## config.mk

```make
export PLATFORM = sky130hd
export DESIGN_NAME = command_frame_builder_crc16_top
export DESIGN_NICKNAME = d
export VERILOG_FILES = /design/src/rtl/cfb_pkg.sv /design/src/rtl/command_frame_builder_crc16_top.sv
export SDC_FILE = /design/constraint.sdc
export NUM_CORES = 2
export LEC_CHECK = 0
export ABC_AREA = 1
export BUFFER_PORTS_ARGS = -buffer_cell sky130_fd_sc_hd__buf_4
export CORE_MARGIN = 2
export CORE_UTILIZATION = 59
export DETAILED_ROUTE_END_ITERATION = 7
export PLACE_DENSITY = 0.75
export RECOVER_POWER = 25
export SLEW_MARGIN = 30
export SYNTH_ARGS = -nofsm -noshare
export SYNTH_HDL_FRONTEND = slang
export SYNTH_SLANG_ARGS = --single-unit
```

## constraint.sdc

```tcl
create_clock -name clk -period 68.8 [get_ports clk]
set_input_delay 10.32 -clock clk [delete_from_list [all_inputs] [get_ports clk]]
set_output_delay 10.32 -clock clk [all_outputs]
set_load 0.03 [all_outputs]
```

## src/rtl/cfb_pkg.sv

```systemverilog
// ----------------------------------------------------------------------------
// cfb_pkg: shared types, constants and functions of the command frame builder
// Frame layout, register indexes and the byte-wise CRC-16 update.
// ----------------------------------------------------------------------------
`default_nettype none

package cfb_pkg;

  localparam int FRAME_BYTES = 18;   // bytes per frame, CRC included
  localparam int CRC_BYTES   = 16;   // bytes covered by the CRC
  localparam int POS_W       = 5;    // frame byte counter width
  localparam int CFG_INDEX_W = 1;
  localparam int CFG_DATA_W  = 16;

  localparam logic [15:0] CRC_TOP_BIT = 16'h8000;
  localparam logic [15:0] POLY_RESET  = 16'h1021;
  localparam logic [15:0] START_RESET = 16'hFFFF;

  localparam logic [POS_W-1:0] POS_CRC_LO = POS_W'(CRC_BYTES);
  localparam logic [POS_W-1:0] POS_LAST   = POS_W'(FRAME_BYTES - 1);

  typedef enum logic [CFG_INDEX_W-1:0] {
    REG_CRC_POLY  = 1'b0,
    REG_CRC_START = 1'b1
  } cfg_reg_t;

  // command_type [15:0], command_argument [31:16],
  // register_address [47:32], response_length [63:48]
  typedef logic [63:0] request_t;

  typedef struct packed {
    request_t    req;
    logic [15:0] crc;
  } stage_t;

  // Frame byte for a payload position (0..15); unused positions are zero.
  function automatic logic [7:0] payload_byte(request_t req, logic [POS_W-1:0] pos);
    logic [7:0] b;
    b = 8'h00;
    case (pos)
      5'd0:  b = req[7:0];
      5'd1:  b = req[15:8];
      5'd2:  b = req[23:16];
      5'd3:  b = req[31:24];
      5'd4:  b = req[39:32];
      5'd5:  b = req[47:40];
      5'd12: b = req[55:48];
      5'd13: b = req[63:56];
      default: b = 8'h00;
    endcase
    return b;
  endfunction

  // MSB-first CRC update by one byte.
  function automatic logic [15:0] crc_feed(logic [15:0] crc_in, logic [7:0] b,
                                           logic [15:0] poly);
    logic [15:0] c;
    c = crc_in ^ {b, 8'h00};
    for (int k = 0; k < 8; k++) begin
      if ((c & CRC_TOP_BIT) != 16'h0000) begin
        c = {c[14:0], 1'b0} ^ poly;
      end else begin
        c = {c[14:0], 1'b0};
      end
    end
    return c;
  endfunction

endpackage

`default_nettype wire

```

## src/rtl/command_frame_builder_crc16_top.sv

```systemverilog
// ----------------------------------------------------------------------------
// command_frame_builder_crc16_top: command frame builder with CRC-16
// Turns one 4-word command request into an 18-byte frame with trailing CRC.
// ----------------------------------------------------------------------------
// Usage:
//   Slave stream (s_*): one transfer is one command request, four 16-bit
//   words in s_tdata. Master stream (m_*): one transfer is one frame byte,
//   byte 0 first; m_tlast marks byte 17, the CRC high byte.
//   Frame: words little-endian at bytes 0-1, 2-3, 4-5 and 12-13, zeros
//   elsewhere, CRC-16 (MSB-first) over bytes 0-15 at bytes 16 (low) and 17.
//   Config port: cfg_we writes cfg_wdata to register cfg_index (0 polynomial,
//   1 start value); write only while no frame is in flight.
// Pipeline: a request passes through 16 CRC stages, one byte folded in per
//   stage, then the frame register, before byte 0 of its frame is offered.
// Throughput: the one-byte serializer takes no new frame before the last
//   byte of the current one goes out. The CRC pipeline takes a request every
//   cycle unless stalled, and holds up to 16 more while the serializer drains.
// Reset: valid bits, serializer and byte counter clear; polynomial returns to
//   0x1021 and start value to 0xFFFF.
// Stall: when m_tready is low the current byte holds; once the pipeline tail
//   is occupied and cannot move into the frame register, s_tready drops and
//   the whole CRC pipeline holds.
// ----------------------------------------------------------------------------
`default_nettype none

module command_frame_builder_crc16_top (
  input  wire logic                            clk,
  input  wire logic                            rst,
  // slave stream, tdata: command_type, command_argument,
  // register_address, response_length (16 bits each, from bit 0 up)
  input  wire logic                            s_tvalid,
  output      logic                            s_tready,
  input  wire logic [63:0]                     s_tdata,
  // master stream, tdata: frame_byte (8 bits)
  output      logic                            m_tvalid,
  input  wire logic                            m_tready,
  output      logic [7:0]                      m_tdata,
  output      logic                            m_tlast,
  // config write port
  input  wire logic                            cfg_we,
  input  wire logic [cfb_pkg::CFG_INDEX_W-1:0] cfg_index,
  input  wire logic [cfb_pkg::CFG_DATA_W-1:0]  cfg_wdata
);
  import cfb_pkg::*;

  // config registers
  logic [15:0] crc_poly;
  logic [15:0] crc_start;

  always_ff @(posedge clk) begin
    if (rst) begin
      crc_poly  <= POLY_RESET;
      crc_start <= START_RESET;
    end else if (cfg_we) begin
      unique case (cfg_reg_t'(cfg_index))
        REG_CRC_POLY:  crc_poly  <= cfg_wdata;
        REG_CRC_START: crc_start <= cfg_wdata;
        default: ;
      endcase
    end
  end

  // CRC pipeline: stage i holds the CRC after frame bytes 0..i
  stage_t              stage  [CRC_BYTES];
  logic [CRC_BYTES-1:0] stage_vld;
  logic                advance;
  logic                load;

  // frame register / serializer
  request_t         frame_req;
  logic [15:0]      frame_crc;
  logic             busy;
  logic [POS_W-1:0] pos;
  logic             out_xfer;
  logic             out_done;

  assign out_xfer = busy && m_tready;
  assign out_done = out_xfer && (pos == POS_LAST);
  assign load     = stage_vld[CRC_BYTES-1] && (!busy || out_done);
  assign advance  = !stage_vld[CRC_BYTES-1] || load;
  assign s_tready = advance;

  always_ff @(posedge clk) begin
    if (rst) begin
      stage_vld <= '0;
    end else if (advance) begin
      stage_vld <= {stage_vld[CRC_BYTES-2:0], s_tvalid};
    end
  end

  always_ff @(posedge clk) begin
    if (advance) begin
      stage[0].req <= s_tdata;
      stage[0].crc <= crc_feed(crc_start, payload_byte(s_tdata, POS_W'(0)), crc_poly);
    end
  end

  for (genvar i = 1; i < CRC_BYTES; i++) begin : g_crc_stage
    always_ff @(posedge clk) begin
      if (advance) begin
        stage[i].req <= stage[i-1].req;
        stage[i].crc <= crc_feed(stage[i-1].crc,
                                 payload_byte(stage[i-1].req, POS_W'(i)), crc_poly);
      end
    end
  end

  // serializer control
  always_ff @(posedge clk) begin
    if (rst) begin
      busy <= 1'b0;
      pos  <= '0;
    end else begin
      if (load) begin
        busy <= 1'b1;
        pos  <= '0;
      end else if (out_done) begin
        busy <= 1'b0;
        pos  <= '0;
      end else if (out_xfer) begin
        pos <= pos + POS_W'(1);
      end
    end
  end

  always_ff @(posedge clk) begin
    if (load) begin
      frame_req <= stage[CRC_BYTES-1].req;
      frame_crc <= stage[CRC_BYTES-1].crc;
    end
  end

  // byte select from the held frame
  always_comb begin
    if (pos == POS_CRC_LO) begin
      m_tdata = frame_crc[7:0];
    end else if (pos == POS_LAST) begin
      m_tdata = frame_crc[15:8];
    end else begin
      m_tdata = payload_byte(frame_req, pos);
    end
  end

  assign m_tvalid = busy;
  assign m_tlast  = (pos == POS_LAST);

endmodule

`default_nettype wire

```

==> flow_summary.json <==
{
  "outcome": "complete, no violations",
  "worst_setup_path_end_kind": "output pin",
  "drive_above_1_share_pct": 7.11,
  "ys_async_sr_fraction_pct": 0,
  "synthToLayoutAreaGrowth_pct": 7.66,
  "io-pin-count": 97,
  "critical_path_rt_ns": 58.48,
  "avgRoutedWirePerCell_microns": 19.5,
  "synthesis.area_sq_um": 80000,
  "total_of_flip_flops_plus_latches_after_synthesis": 1414,
  "setup_viol": 0,
  "leading_post_synthesis_cells_by_instance_count": "sky130_fd_sc_hd__nand2_1, sky130_fd_sc_hd__edfxtp_1, sky130_fd_sc_hd__nand3_1, sky130_fd_sc_hd__xnor2_1, sky130_fd_sc_hd__nor2_1",
  "timing.slew.headroom_pct": 33.9,
  "instances_no_fill": 10600,
  "cp_max_fo": 35,
  "yosysWarningCount": 0,
  "insertion_delay_ns": 0.81,
  "design.core.area_sq_um": 135000,
  "die_width_microns": 372,
  "cts_tree": "done",
  "max_clock_freq_mhz": 44.1,
  "grt_antenna_before_repair": 3,
  "first_global_vias": 54800,
  "ctsRootBufferMaster": "sky130_fd_sc_hd__clkbuf_16",
  "hold_class": "reg2reg",
  "drt_iter0_markers": 6832,
  "rsz0062_at_grt": "no",
  "floorplan.initialDensity_pct": 59.2,
  "worstPathArrival_ns": 12.35,
  "tritoncts.num_buffers": 144,
  "rows": 135,
  "dominantRegCellSynth": "sky130_fd_sc_hd__edfxtp_1",
  "final_nets": 8803,
  "sum_of_overflow_across_all_layers_after_global_routing": 0,
  "synth.top_cells.by_area": "sky130_fd_sc_hd__edfxtp_1, sky130_fd_sc_hd__nand2_1, sky130_fd_sc_hd__xnor2_1, sky130_fd_sc_hd__xor2_1, sky130_fd_sc_hd__nand3_1",
  "filler_cell_count": 10500,
  "timing.final.crit_period_ns": 22.67,
  "cts_max_path_buffers": 3,
  "cts.htree.levels": 4,
  "skew_ns": 0.0722,
  "drt-total-wl_microns": 207000,
  "number_of_enable_type_register_cells_in_the_synthesized_netlist": 1360,
  "firstDrtPassIters": 8,
  "die_h_microns": 372,
  "route.vias.total": 59400,
  "post-synth-top-area-fraction_pct": 51.1,
  "gpl.final_weighted_congestion": 0.910,
  "finalHoldWorstSlack_ns": 0.374,
  "finalHoldViolCount": 0,
  "hpwlAfterDp_microns": 127000,
  "die_footprint_sq_um": 138000,
  "port-buffer-count": 96,
  "setup_total_negative_slack_ns": 0,
  "via_count_normalized_by_instance_count": 5.60,
  "timing.max_cap.violations": 0,
  "clk_pin_slew_ns": 0.06,
  "placed_cells": 10300,
  "netlist-cell-type-count": 51,
  "ctsResizeCount": 0,
  "worst_slew_pin_slew_ns": 0.989,
  "critical_path_class": "in2out",
  "avgSynthCellArea_sq_um": 9.00,
  "critical_path.startpoint_type": "input pin",
  "drtAntennaViolNets": 0,
  "grt_first_pass_wirelength_microns": 314000,
  "hold_buffer_count_at_cts": 0,
  "postCtsSetupBuffers": 0,
  "drcViolationCount": 0,
  "netlist.top_cell.by_area": "sky130_fd_sc_hd__edfxtp_1",
  "clock_sink_count": 1414,
  "most_frequent_cell_after_synthesis": "sky130_fd_sc_hd__nand2_1",
  "fin_crit_sh_pct": 33.0,
  "grt.total_usage_pct": 29.5,
  "timing.final.max_slew_violations": 0,
  "grt_max_degree": 141,
  "cell_count_after_synthesis": 8880,
  "synth_seq_area_share_pct": 52.4,
  "synth.net_count": 8970
}
cell usage in the layout (no fill, tap or decap), types with 6 or more instances in the layout:
cell type,n
sky130_fd_sc_hd__a21oi_1,37
sky130_fd_sc_hd__a32o_1,10
sky130_fd_sc_hd__buf_12,6
sky130_fd_sc_hd__buf_4,173
sky130_fd_sc_hd__clkbuf_1,32
sky130_fd_sc_hd__clkbuf_16,146
sky130_fd_sc_hd__clkinv_1,25
sky130_fd_sc_hd__clkinv_16,8
sky130_fd_sc_hd__clkinv_2,16
sky130_fd_sc_hd__clkinvlp_4,7
sky130_fd_sc_hd__dfxtp_1,38
sky130_fd_sc_hd__dfxtp_4,16
sky130_fd_sc_hd__edfxtp_1,1360
sky130_fd_sc_hd__inv_1,645
sky130_fd_sc_hd__inv_2,37
sky130_fd_sc_hd__inv_6,8
sky130_fd_sc_hd__nand2_1,2811
sky130_fd_sc_hd__nand2_2,71
sky130_fd_sc_hd__nand2_4,16
sky130_fd_sc_hd__nand2b_1,6
sky130_fd_sc_hd__nand3_1,906
sky130_fd_sc_hd__nand3_2,28
sky130_fd_sc_hd__nand3b_1,10
sky130_fd_sc_hd__nand4_1,80
sky130_fd_sc_hd__nor2_1,712
sky130_fd_sc_hd__nor2_2,22
sky130_fd_sc_hd__nor2_4,6
sky130_fd_sc_hd__o211ai_1,7
sky130_fd_sc_hd__o21ai_0,125
sky130_fd_sc_hd__o21ai_1,29
sky130_fd_sc_hd__o21bai_1,10
sky130_fd_sc_hd__or2_2,7
sky130_fd_sc_hd__xnor2_1,739
sky130_fd_sc_hd__xnor2_2,8
sky130_fd_sc_hd__xor2_1,583
sky130_fd_sc_hd__xor2_2,8
kinds of logic (layout without fill, tap and decap cells):
kind of cell    count (synthesis)  in the layout  share of synthesized area, %
simple gates                 4691           4691                          24.6
flops                        1414           1414                          52.4
xor+xnor                     1345           1345                          15.0
compound gates                239            239                          1.69
other cells                     0              1                             0
buf+inv                      1187           1128                          6.19
fa+ha+maj                       4              4                        0.0626
layer usage:
metal | GRT usage [%] | routed length, microns | vias to the layer above
li1 | - | - | 28100
met1 | 39.1 | 81900 | 27900
met2 | 47.3 | 95800 | 2825
met3 | 5.23 | 19500 | 578
met4 | 13.9 | 9780 | 2
met5 | 0 | 13 | -
metrics by stage:
| step | util, % | setup slack [ns] | instance area [sq um] |
|---|---|---|---|
| floorplan | - | 12.54 | 80000 |
| finish | 63.8 | 46.13 | 86100 |
| global placement | 60.3 | 46.16 | 81300 |
| CTS | 63.7 | 46.11 | 86000 |
| detailed placement | 60.3 | 46.11 | 81400 |
| global route | 63.8 | 45.87 | 86100 |
registers in the layout, indices dropped and copies added, names as in the netlist:
| name | count |
|---|---|
| frame_crc | 16 |
| m_tvalid | 1 |
| frame_req | 64 |
| pos | 5 |
| crc_start | 16 |
| stage | 1280 |
| stage_vld | 16 |
| crc_poly | 16 |
critical path: stages:
cell and delay [ns]:
sky130_fd_sc_hd__buf_4 0.10, sky130_fd_sc_hd__nand2_1 0.10, sky130_fd_sc_hd__nor4_1 0.26, sky130_fd_sc_hd__inv_1 0.11, sky130_fd_sc_hd__nand2_1 0.09, sky130_fd_sc_hd__clkinv_1 0.43, sky130_fd_sc_hd__nand2_4 0.61, sky130_fd_sc_hd__buf_4 0.29
path summary, 6_finish.rpt:
path	start	endpoint	slack, ns	cells after the start
max	m_tready	s_tready	46.13	8
min reg2reg	stage[0][66]$_DFFE_PP_	stage[1][66]$_DFFE_PP_	0.37	0
min	stage[0][66]$_DFFE_PP_	stage[1][66]$_DFFE_PP_	0.37	0
max reg2reg	pos[3]$_SDFFE_PP0P_	stage[0][41]$_DFFE_PP_	61.86	13
final cells by class:
| class | count | area [sq um] | share of cell area (%) |
|---|---|---|---|
| flip-flops and latches | 1414 | 42000 | 48.8 |
| clock buffers | 180 | 3800 | 4.42 |
| repair buffers | 187 | 1560 | 1.81 |
| diodes | 1 | 2.50 | 0.00291 |
| well taps | 1781 | 2230 | 2.59 |
| multi-input cells | 6279 | 33100 | 38.5 |
| clock inverters | 74 | 801 | 0.930 |
| inverters | 687 | 2580 | 3.00 |
Power is not shown: default switching activity piles up to over one toggle a cycle in this logic, so the estimate is an artifact.
